### config.mk
export PLATFORM = sky130hd
export DESIGN_NAME = joystick_differential_drive_mixer
export DESIGN_NICKNAME = d
export VERILOG_FILES = /design/src/rtl/core/jddm_pkg.sv /design/src/rtl/core/joystick_differential_drive_mixer.sv /design/src/rtl/core/jddm_ctrl.sv /design/src/rtl/core/jddm_axis.sv /design/src/rtl/core/jddm_dp.sv
export VERILOG_INCLUDE_DIRS = /design/src /design/src/rtl/core
export SDC_FILE = /design/constraint.sdc
export NUM_CORES = 2
export LEC_CHECK = 0
export BUFFER_PORTS_ARGS = -buffer_cell sky130_fd_sc_hd__buf_2
export CORE_ASPECT_RATIO = 1.1
export CORE_MARGIN = 2
export CORE_UTILIZATION = 30
export CTS_BUF_LIST = sky130_fd_sc_hd__clkbuf_2 sky130_fd_sc_hd__clkbuf_4 sky130_fd_sc_hd__clkbuf_8
export CTS_CLUSTER_SIZE = 16
export DETAILED_ROUTE_END_ITERATION = 8
export HOLD_SLACK_MARGIN = 0.12
export PLACE_DENSITY = 0.55
export SYNTH_ARGS = -nofsm -noshare
export SYNTH_HDL_FRONTEND = slang
export SYNTH_SLANG_ARGS = --single-unit
export TNS_END_PERCENT = 5
### constraint.sdc
create_clock -name i_clk -period 11.5 [get_ports i_clk]
set_input_delay 1.725 -clock i_clk [delete_from_list [all_inputs] [get_ports i_clk]]
set_output_delay 1.725 -clock i_clk [all_outputs]
set_load 0.005 [all_outputs]
### src/rtl/core/joystick_differential_drive_mixer_defines.svh
// Assertion macros used by the sequencer of the joystick drive mixer RTL.
`ifndef JOYSTICK_DIFFERENTIAL_DRIVE_MIXER_DEFINES_SVH
`define JOYSTICK_DIFFERENTIAL_DRIVE_MIXER_DEFINES_SVH

// Same-cycle implication, checked out of reset.
`define JDDM_ASSERT_IMP(lbl, clk, rst_n, ante, cons) \
    lbl: assert property (@(posedge clk) disable iff (!rst_n) (ante) |-> (cons)) \
        else $error("jddm assertion failed");

// Next-cycle implication, checked out of reset.
`define JDDM_ASSERT_NXT(lbl, clk, rst_n, ante, cons) \
    lbl: assert property (@(posedge clk) disable iff (!rst_n) (ante) |=> (cons)) \
        else $error("jddm assertion failed");

`endif

### src/rtl/core/jddm_pkg.sv
// Types, constants and helpers of the joystick drive mixer.
`default_nettype none
package jddm_pkg;

    localparam logic [7:0]  HDR_X = 8'h11;
    localparam logic [7:0]  HDR_Y = 8'h21;

    localparam logic [9:0]        CENTER_RST = 10'd512;
    localparam logic [7:0]        DEAD_RST   = 8'd20;
    localparam logic signed [8:0] TRIM_RST   = 9'sd70;

    localparam logic [1:0] REG_CENTER = 2'd0;
    localparam logic [1:0] REG_DEAD   = 2'd1;
    localparam logic [1:0] REG_TRIM   = 2'd2;

    // rotation: |v| * 707, then /1000 through a reciprocal
    localparam logic [9:0]  ROT_MUL    = 10'd707;
    localparam logic [20:0] DIV1000_K  = 21'd1073742;
    localparam int          DIV1000_SH = 30;

    // mapping: floor((r + 723) * 85 / 241), offset by 256 * 241 to stay positive
    localparam logic signed [18:0] MAP_IN_OFS = 19'sd723;
    localparam logic signed [18:0] MAP_MUL    = 19'sd85;
    localparam logic signed [18:0] MAP_POS    = 19'sd61696;
    localparam logic [18:0]        MAP_K      = 19'd278461;
    localparam int                 MAP_SH     = 26;
    localparam logic signed [10:0] MAP_BIAS   = 11'sd511;

    typedef enum logic [2:0] {
        POS_HDR_X = 3'd0,
        POS_X_LO  = 3'd1,
        POS_X_HI  = 3'd2,
        POS_HDR_Y = 3'd3,
        POS_Y_LO  = 3'd4,
        POS_Y_HI  = 3'd5
    } t_pos;

    typedef enum logic [2:0] {
        ST_IDLE,
        ST_ROT,
        ST_DIV,
        ST_MAP,
        ST_SCALE,
        ST_OUT
    } t_state;

    typedef struct packed {
        logic take;
        logic rot_en;
        logic div_en;
        logic map_en;
        logic scale_en;
        logic load_drive;
    } t_cmd;

    typedef struct packed {
        logic last_pos;
        logic hdr_pos;
        logic out_valid;
        logic out_free;
    } t_sts;

    function automatic logic [9:0] clamp10(input logic [7:0] lo, input logic [7:0] hi);
        logic [9:0] v;
        v = (|hi[7:2]) ? 10'h3FF : {hi[1:0], lo};
        return v;
    endfunction

endpackage
`default_nettype wire

### src/rtl/core/joystick_differential_drive_mixer.sv
// Top level of the joystick drive mixer: register port, sequencer and datapath.
//
//   channel  | handshake                  | payload
//   ---------+----------------------------+----------------------------------------
//   rx in    | i_rx_valid / o_rx_ready    | i_rx_byte
//   drive out| o_drv_valid / i_drv_ready  | o_duty_x o_forward_x o_duty_y o_forward_y
//            |                            | o_stopped
//   config   | psel penable pwrite pready | paddr pwdata prdata
//
// Bytes are taken while the sequencer is idle; the last byte of a frame starts the
// five-step mixing sequence (four single-multiply steps in each lane, then the load).
// A finished item waits in the output register; data bytes are still taken meanwhile,
// header bytes wait until the register is free.
// Reset (synchronous, active low) clears the parser, the sequencer and the registers
// to center 512, dead zone 20, trim 70.
`default_nettype none
module joystick_differential_drive_mixer (
    input  wire logic        i_clk,
    input  wire logic        i_rst_n,
    input  wire logic        psel,
    input  wire logic        penable,
    input  wire logic        pwrite,
    input  wire logic [3:0]  paddr,
    input  wire logic [31:0] pwdata,
    output logic [31:0]      prdata,
    output logic             pready,
    input  wire logic        i_rx_valid,
    output logic             o_rx_ready,
    input  wire logic [7:0]  i_rx_byte,
    output logic             o_drv_valid,
    input  wire logic        i_drv_ready,
    output logic [7:0]       o_duty_x,
    output logic             o_forward_x,
    output logic [7:0]       o_duty_y,
    output logic             o_forward_y,
    output logic             o_stopped
);

    logic [9:0]        r_center;
    logic [7:0]        r_dead;
    logic signed [8:0] r_trim;

    jddm_pkg::t_cmd w_cmd;
    jddm_pkg::t_sts w_sts;

    always_ff @(posedge i_clk) begin
        if (!i_rst_n) begin
            r_center <= jddm_pkg::CENTER_RST;
            r_dead   <= jddm_pkg::DEAD_RST;
            r_trim   <= jddm_pkg::TRIM_RST;
        end else if (psel && penable && pwrite) begin
            unique case (paddr[3:2])
                jddm_pkg::REG_CENTER: r_center <= pwdata[9:0];
                jddm_pkg::REG_DEAD:   r_dead   <= pwdata[7:0];
                jddm_pkg::REG_TRIM:   r_trim   <= $signed(pwdata[8:0]);
                default: begin
                end
            endcase
        end
    end

    always_comb begin
        unique case (paddr[3:2])
            jddm_pkg::REG_CENTER: prdata = {22'd0, r_center};
            jddm_pkg::REG_DEAD:   prdata = {24'd0, r_dead};
            jddm_pkg::REG_TRIM:   prdata = {23'd0, r_trim};
            default:              prdata = '0;
        endcase
    end

    assign pready = 1'b1;

    jddm_ctrl u_ctrl (
        .i_clk      (i_clk),
        .i_rst_n    (i_rst_n),
        .i_rx_valid (i_rx_valid),
        .o_rx_ready (o_rx_ready),
        .i_sts      (w_sts),
        .o_cmd      (w_cmd)
    );

    jddm_dp u_dp (
        .i_clk       (i_clk),
        .i_rst_n     (i_rst_n),
        .i_cmd       (w_cmd),
        .o_sts       (w_sts),
        .i_rx_byte   (i_rx_byte),
        .i_center    (r_center),
        .i_dead      (r_dead),
        .i_trim      (r_trim),
        .i_drv_ready (i_drv_ready),
        .o_drv_valid (o_drv_valid),
        .o_duty_x    (o_duty_x),
        .o_forward_x (o_forward_x),
        .o_duty_y    (o_duty_y),
        .o_forward_y (o_forward_y),
        .o_stopped   (o_stopped)
    );

endmodule
`default_nettype wire

### src/rtl/core/jddm_ctrl.sv
// Sequencer of the joystick drive mixer: byte intake and the mixing steps.
`default_nettype none
`include "joystick_differential_drive_mixer_defines.svh"
module jddm_ctrl (
    input  wire logic          i_clk,
    input  wire logic          i_rst_n,
    input  wire logic          i_rx_valid,
    output logic               o_rx_ready,
    input  wire jddm_pkg::t_sts i_sts,
    output jddm_pkg::t_cmd     o_cmd
);

    jddm_pkg::t_state r_state;
    jddm_pkg::t_state n_state;

    always_ff @(posedge i_clk) begin
        if (!i_rst_n) begin
            r_state <= jddm_pkg::ST_IDLE;
        end else begin
            r_state <= n_state;
        end
    end

    always_comb begin
        n_state    = r_state;
        o_cmd      = '0;
        o_rx_ready = 1'b0;
        unique case (r_state)
            jddm_pkg::ST_IDLE: begin
                // a header byte may give a stop item: hold it off while the slot is full
                o_rx_ready = !i_sts.out_valid || !i_sts.hdr_pos;
                o_cmd.take = i_rx_valid && o_rx_ready;
                if (o_cmd.take && i_sts.last_pos) begin
                    n_state = jddm_pkg::ST_ROT;
                end
            end
            jddm_pkg::ST_ROT: begin
                o_cmd.rot_en = 1'b1;
                n_state      = jddm_pkg::ST_DIV;
            end
            jddm_pkg::ST_DIV: begin
                o_cmd.div_en = 1'b1;
                n_state      = jddm_pkg::ST_MAP;
            end
            jddm_pkg::ST_MAP: begin
                o_cmd.map_en = 1'b1;
                n_state      = jddm_pkg::ST_SCALE;
            end
            jddm_pkg::ST_SCALE: begin
                o_cmd.scale_en = 1'b1;
                n_state        = jddm_pkg::ST_OUT;
            end
            jddm_pkg::ST_OUT: begin
                if (i_sts.out_free) begin
                    o_cmd.load_drive = 1'b1;
                    n_state          = jddm_pkg::ST_IDLE;
                end
            end
            default: begin
                n_state = jddm_pkg::ST_IDLE;
            end
        endcase
    end

    `JDDM_ASSERT_NXT(a_frame_starts_mix, i_clk, i_rst_n, o_cmd.take && i_sts.last_pos, r_state == jddm_pkg::ST_ROT)
    `JDDM_ASSERT_IMP(a_load_needs_slot, i_clk, i_rst_n, o_cmd.load_drive, i_sts.out_free)
    `JDDM_ASSERT_IMP(a_hdr_needs_empty, i_clk, i_rst_n, o_cmd.take && i_sts.hdr_pos, !i_sts.out_valid)

endmodule
`default_nettype wire

### src/rtl/core/jddm_axis.sv
// One mixing lane: rotate, rescale, trim, dead zone and sign-magnitude drive.
`default_nettype none
module jddm_axis (
    input  wire logic               i_clk,
    input  wire jddm_pkg::t_cmd     i_cmd,
    input  wire logic signed [11:0] i_rot,
    input  wire logic signed [8:0]  i_trim,
    input  wire logic [7:0]         i_dead,
    output logic [7:0]              o_duty,
    output logic                    o_fwd
);

    logic                r_neg;
    logic [20:0]         r_prod;
    logic [10:0]         r_q;
    logic [17:0]         r_np;
    logic signed [10:0]  r_m;

    logic [11:0]         w_mag;
    logic [20:0]         w_prod;
    logic [41:0]         w_div;
    logic signed [11:0]  w_rot;
    logic signed [18:0]  w_np;
    logic [36:0]         w_sc;
    logic [9:0]          w_q2;
    logic signed [10:0]  w_dz;
    logic signed [10:0]  w_m;
    logic [10:0]         w_abs;

    always_comb begin
        w_mag  = i_rot[11] ? 12'(-i_rot) : 12'(i_rot);
        w_prod = {10'd0, w_mag[10:0]} * {11'd0, jddm_pkg::ROT_MUL};
        w_div  = {21'd0, r_prod} * {21'd0, jddm_pkg::DIV1000_K};
        w_rot  = r_neg ? -$signed({1'b0, r_q}) : $signed({1'b0, r_q});
        w_np   = (19'(w_rot) + jddm_pkg::MAP_IN_OFS) * jddm_pkg::MAP_MUL + jddm_pkg::MAP_POS;
        w_sc   = {19'd0, r_np} * {18'd0, jddm_pkg::MAP_K};
        w_q2   = w_sc[jddm_pkg::MAP_SH +: 10];
    end

    always_ff @(posedge i_clk) begin
        if (i_cmd.rot_en) begin
            r_neg  <= i_rot[11];
            r_prod <= w_prod;
        end
        if (i_cmd.div_en) begin
            r_q <= w_div[jddm_pkg::DIV1000_SH +: 11];
        end
        if (i_cmd.map_en) begin
            r_np <= w_np[17:0];
        end
        if (i_cmd.scale_en) begin
            r_m <= $signed({1'b0, w_q2}) - jddm_pkg::MAP_BIAS + 11'(i_trim);
        end
    end

    always_comb begin
        w_dz = $signed({3'b000, i_dead});
        if (r_m < w_dz && r_m > -w_dz) begin
            w_m = '0;
        end else begin
            w_m = r_m;
        end
        w_abs  = w_m[10] ? 11'(-w_m) : 11'(w_m);
        o_duty = (|w_abs[10:8]) ? 8'hFF : w_abs[7:0];
        o_fwd  = !w_m[10] && (|w_m);
    end

endmodule
`default_nettype wire

### src/rtl/core/jddm_dp.sv
// Datapath of the joystick drive mixer: frame parser, two lanes, output register.
`default_nettype none
module jddm_dp (
    input  wire logic              i_clk,
    input  wire logic              i_rst_n,
    input  wire jddm_pkg::t_cmd    i_cmd,
    output jddm_pkg::t_sts         o_sts,
    input  wire logic [7:0]        i_rx_byte,
    input  wire logic [9:0]        i_center,
    input  wire logic [7:0]        i_dead,
    input  wire logic signed [8:0] i_trim,
    input  wire logic              i_drv_ready,
    output logic                   o_drv_valid,
    output logic [7:0]             o_duty_x,
    output logic                   o_forward_x,
    output logic [7:0]             o_duty_y,
    output logic                   o_forward_y,
    output logic                   o_stopped
);

    jddm_pkg::t_pos     r_pos;
    jddm_pkg::t_pos     n_pos;
    logic [7:0]         r_low;
    logic [9:0]         r_x;
    logic signed [11:0] r_sum;
    logic signed [11:0] r_diff;
    logic               r_out_valid;
    logic [7:0]         r_duty_x;
    logic               r_fwd_x;
    logic [7:0]         r_duty_y;
    logic               r_fwd_y;
    logic               r_stopped;

    logic               n_bad;
    logic [9:0]         w_y;
    logic [7:0]         w_duty_x;
    logic               w_fwd_x;
    logic [7:0]         w_duty_y;
    logic               w_fwd_y;

    always_comb begin
        n_pos = r_pos;
        n_bad = 1'b0;
        unique case (r_pos)
            jddm_pkg::POS_HDR_X: begin
                n_bad = (i_rx_byte != jddm_pkg::HDR_X);
                n_pos = n_bad ? jddm_pkg::POS_HDR_X : jddm_pkg::POS_X_LO;
            end
            jddm_pkg::POS_X_LO:  n_pos = jddm_pkg::POS_X_HI;
            jddm_pkg::POS_X_HI:  n_pos = jddm_pkg::POS_HDR_Y;
            jddm_pkg::POS_HDR_Y: begin
                n_bad = (i_rx_byte != jddm_pkg::HDR_Y);
                n_pos = n_bad ? jddm_pkg::POS_HDR_X : jddm_pkg::POS_Y_LO;
            end
            jddm_pkg::POS_Y_LO:  n_pos = jddm_pkg::POS_Y_HI;
            jddm_pkg::POS_Y_HI:  n_pos = jddm_pkg::POS_HDR_X;
            default:             n_pos = jddm_pkg::POS_HDR_X;
        endcase
        w_y = jddm_pkg::clamp10(r_low, i_rx_byte);
    end

    always_ff @(posedge i_clk) begin
        if (!i_rst_n) begin
            r_pos <= jddm_pkg::POS_HDR_X;
            r_low <= '0;
            r_x   <= '0;
        end else if (i_cmd.take) begin
            r_pos <= n_pos;
            if (r_pos == jddm_pkg::POS_X_LO || r_pos == jddm_pkg::POS_Y_LO) begin
                r_low <= i_rx_byte;
            end
            if (r_pos == jddm_pkg::POS_X_HI) begin
                r_x <= jddm_pkg::clamp10(r_low, i_rx_byte);
            end
        end
    end

    // x lane sees dx + dy = x - y, y lane sees dy - dx = 2c - x - y
    always_ff @(posedge i_clk) begin
        if (i_cmd.take && r_pos == jddm_pkg::POS_Y_HI) begin
            r_sum  <= $signed({2'b00, r_x}) - $signed({2'b00, w_y});
            r_diff <= $signed({1'b0, i_center, 1'b0}) - $signed({2'b00, r_x})
                      - $signed({2'b00, w_y});
        end
    end

    jddm_axis u_axis_x (
        .i_clk  (i_clk),
        .i_cmd  (i_cmd),
        .i_rot  (r_sum),
        .i_trim ('0),
        .i_dead (i_dead),
        .o_duty (w_duty_x),
        .o_fwd  (w_fwd_x)
    );

    jddm_axis u_axis_y (
        .i_clk  (i_clk),
        .i_cmd  (i_cmd),
        .i_rot  (r_diff),
        .i_trim (i_trim),
        .i_dead (i_dead),
        .o_duty (w_duty_y),
        .o_fwd  (w_fwd_y)
    );

    always_ff @(posedge i_clk) begin
        if (!i_rst_n) begin
            r_out_valid <= 1'b0;
        end else if (i_cmd.load_drive || (i_cmd.take && n_bad)) begin
            r_out_valid <= 1'b1;
        end else if (i_drv_ready) begin
            r_out_valid <= 1'b0;
        end
    end

    always_ff @(posedge i_clk) begin
        if (i_cmd.load_drive) begin
            r_duty_x  <= w_duty_x;
            r_fwd_x   <= w_fwd_x;
            r_duty_y  <= w_duty_y;
            r_fwd_y   <= w_fwd_y;
            r_stopped <= 1'b0;
        end else if (i_cmd.take && n_bad) begin
            r_duty_x  <= '0;
            r_fwd_x   <= 1'b0;
            r_duty_y  <= '0;
            r_fwd_y   <= 1'b0;
            r_stopped <= 1'b1;
        end
    end

    always_comb begin
        o_sts.last_pos  = (r_pos == jddm_pkg::POS_Y_HI);
        o_sts.hdr_pos   = (r_pos == jddm_pkg::POS_HDR_X) || (r_pos == jddm_pkg::POS_HDR_Y);
        o_sts.out_valid = r_out_valid;
        o_sts.out_free  = !r_out_valid || i_drv_ready;
    end

    assign o_drv_valid = r_out_valid;
    assign o_duty_x    = r_duty_x;
    assign o_forward_x = r_fwd_x;
    assign o_duty_y    = r_duty_y;
    assign o_forward_y = r_fwd_y;
    assign o_stopped   = r_stopped;

endmodule
`default_nettype wire

==> PnR_summary.wiki <==
{| class="wikitable"
! Metric !! Value
|-
| Result of the run || finished clean
|-
| Share of synthesized registers carrying an async set or reset || 0
|-
| Number of global-route vias before repair || 27400
|-
| Number of vias per cell after detailed routing || approximately 4.5
|-
| Die outline area || 137000 µm²
|-
| Setup crit start || u_dp.u_axis_y.r_np[4]
|-
| Number of buffers inserted by hold repair at cts || 0
|-
| Clock sink count || ~220
|-
| Required time worst endpoint || 11830 ps
|-
| Worst-case reg-to-reg path depth || 29
|-
| Routed WL || 84600 µm
|-
| Total of endpoints with negative setup slack in the final report || 0
|-
| Final worst path period share || 0.725
|-
| Syn. warnings || 0
|-
| Tightest slew margin relative to the limit || 0.194
|-
| Clock input transition at the sequential cells of the worst setup and hold paths || 60 ps
|-
| X dimension of the die || 353 µm
|-
| Critical-path top delay cell || sky130_fd_sc_hd__fa_1
|-
| H-tree level count || 2
|-
| Maximum ir drop on the vdd rail || 0.0000646 V
|-
| Worst hold path type || reg2reg
|-
| Final Hold Fails || 0
|-
| Mean cell area of the mapped netlist || 10.1 µm²
|-
| Cell taking the most area after synthesis || sky130_fd_sc_hd__ha_1
|-
| PD cells || 41.9 nW/µm²
|-
| CTS tree || yes
|-
| Number of antenna violations at the first check in global routing || 3
|-
| Worst slack after detailed placement || 3070 ps
|-
| Worst reg2reg endpoint || u_dp.u_axis_y.r_m[10]
|-
| Register area share after synthesis || 0.150
|-
| Register-to-register path setup slack || around 3200 ps
|-
| Post-CTS resize count || 0
|-
| Number of cell rows || 140
|-
| Number of post-CTS setup repair buffers || 0
|-
| Die height || 388 µm
|-
| Smallest setup slack after layout || between 3000 and 4000 ps
|-
| Number of flops mapped to enable cells by yosys || roughly 170
|-
| DRC errors left || 0
|-
| Wire length per cell || 14.4 µm
|-
| Top cells by area in the synthesized netlist || sky130_fd_sc_hd__ha_1 (29%), sky130_fd_sc_hd__fa_1 (26%), sky130_fd_sc_hd__edfxtp_1 (12%)
|-
| Slew of the pin with the lowest slew margin || 1210 ps
|-
| Number of buffers inserted during clock tree synthesis || 45
|-
| Max Fanout on Critical Path || 5
|-
| Global-route wire length before repair || 140000 µm
|-
| Final clock skew || 22.9 ps
|-
| Post-DP Area || about 43000 µm²
|-
| # Max-Cap Violations || 0
|-
| Vias || 26200
|-
| Most common cell after layout, fill and taps aside || sky130_fd_sc_hd__inv_1
|-
| Cells after Synth || between 3000 and 4000
|-
| Count of pins on the block boundary || 105
|-
| Max Slew Vio Count || 0
|-
| Number of distinct library cells after synthesis || 83
|-
| Maximum number of pins on one net before global-route repair || 53
|-
| Layout Nets || 5545
|-
| Start of the worst register-to-register path || u_dp.u_axis_y.r_np[4]
|-
| Worst setup endpoint || u_dp.u_axis_y.r_m[10]
|-
| Delay of the slowest critical-path stage || ~720 ps
|-
| Clk_lat worst skew || 600 ps
|-
| Number of fill cells || 13600
|-
| Placeable core region || between 100000 and 150000 µm²
|-
| Final-layout worst hold slack || about 450 ps
|-
| Multi-input combinational cell area || 30100 µm²
|-
| Critical Path End Type || flop
|-
| Effective utilization at floorplan || 0.303
|-
| Shortest period the worst path allows || 8340 ps
|-
| Total global routing overflow || 0
|-
| Cell mode on critical path || sky130_fd_sc_hd__fa_1
|-
| Number of nets with antenna violations after detailed routing || 0
|-
| Share of cells above drive strength 1 || 0.0447
|-
| Yosys reg bits || 218
|-
| Clock tree root buffer cell || sky130_fd_sc_hd__clkbuf_8
|-
| Total iterations of the first detailed-routing run || 5
|-
| Gp weighted congestion || 0.859
|-
| Final std cell area, no fill || 43500 µm²
|-
| Crit start category || flop
|-
| Buffer levels on the longest clock path || 3
|-
| Leak || 22.3 nW
|-
| Cell area after technology mapping || 40100 µm²
|-
| Unrepaired setup endpoints after global routing || no
|-
| Highest achievable clock rate || 120 MHz
|-
| DRC marker count from the first detailed-route iteration || between 800 and 900
|-
| Storage element area || between 6000 and 7000 µm²
|-
| Fraction of post-synthesis cell area in the top cell type by area || 0.290
|-
| Most common flop cell mapped by yosys || sky130_fd_sc_hd__edfxtp_1
|-
| Setup Total Neg Slack || 0 ps
|-
| CP Data Arrival Time || 8670 ps
|-
| Buffers on Ports || 57
|-
| Synth-to-Final Area Change || 8.37%
|-
| Setup Crit Path Kind || reg2reg
|-
| GRT Total Usage || 0.126
|-
| Commonest cells after routing, fill and taps aside || sky130_fd_sc_hd__inv_1 (1025), sky130_fd_sc_hd__ha_1 (930), sky130_fd_sc_hd__fa_1 (525), sky130_fd_sc_hd__edfxtp_1 (165), sky130_fd_sc_hd__xnor2_1 (152)
|-
| Detailed placer's ending HPWL || 73700 µm
|}
[routing by layer]
layer	part of all wire	vias to the layer above	wire, µm	track usage
li1	-	13100	-	-
met1	0.46	12800	38900	0.165
met2	0.49	267	41700	0.224
met3	0.028	78	2360	0.0131
met4	0.019	0	1580	0.0276
met5	0	-	0	0
[per-stage QoR]
stage | cells | utilization | power, W
5_1_grt | 5853 | 0.328 | 0.00190
6_report | 5854 | 0.328 | 0.00182
2_1_floorplan | 3986 | - | 0.000915
3_5_place_dp | 5767 | 0.321 | 0.000940
4_1_cts | 5851 | 0.328 | 0.00186
3_3_place_gp | 5767 | 0.321 | 0.000939
[layout make-up]
type | count | area share
inverters | 1025 | 0.0884
multi-input cells | 2685 | 0.692
clock buffers | 60 | 0.0174
flip-flops and latches | 218 | 0.138
diodes | 3 | 0.000173
well taps | 1775 | 0.0511
clock inverters | 24 | 0.00535
repair buffers | 64 | 0.00777
[power breakdown]
part           switching, W  total [W]  internal, W
clock network      0.000379   0.000902     0.000523
logic             0.0000423  0.0000717    0.0000294
registers        0.00000505   0.000851     0.000846
total              0.000426    0.00182      0.00140
[state kept, by name (all words and copies together), names as in the netlist, 9 cells and up]
register	cells
u_dp.u_axis_x.r_prod	21
u_dp.u_axis_y.r_prod	21
u_dp.u_axis_x.r_np	18
u_dp.u_axis_y.r_np	18
u_dp.r_diff	12
u_dp.r_sum	11
u_dp.u_axis_x.r_m	11
u_dp.u_axis_x.r_q	11
u_dp.u_axis_y.r_m	11
u_dp.u_axis_y.r_q	11
r_center	10
u_dp.r_x	10
r_trim	9
[cells by family after synthesis]
family,Yosys count,synth area share
compound gates,504,0.0839
xor+xnor,209,0.0458
fa+ha+maj,1455,0.552
buf+inv,1083,0.103
flops,218,0.150
mux,28,0.00698
other cells,2,0.000187
simple gates,466,0.0581
[how the worst min path moves through the flow]
stage	startpoint	endpoint	slack (ps)	cells after the start
2_1_floorplan	u_dp.r_sum[10]	u_dp.u_axis_x.r_neg	440	0
3_3_place_gp	u_dp.o_stopped	u_dp.o_stopped	440	2
3_5_place_dp	u_dp.o_stopped	u_dp.o_stopped	450	2
4_1_cts	u_dp.o_stopped	u_dp.o_stopped	460	2
5_1_grt	u_dp.o_stopped	u_dp.o_stopped	480	2
6_report	u_dp.o_stopped	u_dp.o_stopped	450	2
[cells in the mapped netlist, drive strengths merged, types with 12 or more instances]
master  count
inv      1025
mux2i      28
edfxtp    165
fa        525
nor2b      36
nor3       32
a21oi     133
buf        28
nand2b     16
xnor2     152
o211ai     12
o31ai      14
o21bai     31
clkbuf     30
ha        930
nand4      23
nor4       12
nor2       96
nand2     134
o21ai      84
dfxtp      53
o21a       24
a21o       62
or3        25
nand3      37
a21boi     24
xor2       57
a31oi      23
[worst max-delay path: cells and delay by family, from the launching register on]
family | cells | cell delay (ps)
buffers and inverters | 4 | 330
AO/OA/AOI/OAI | 12 | 2670
flip-flops | 1 | 540
XOR/XNOR | 1 | 80
adder cells (fa/ha/maj) | 9 | 4130
AND/OR/NAND/NOR | 3 | 310
(Power assumes the default switching activity.)
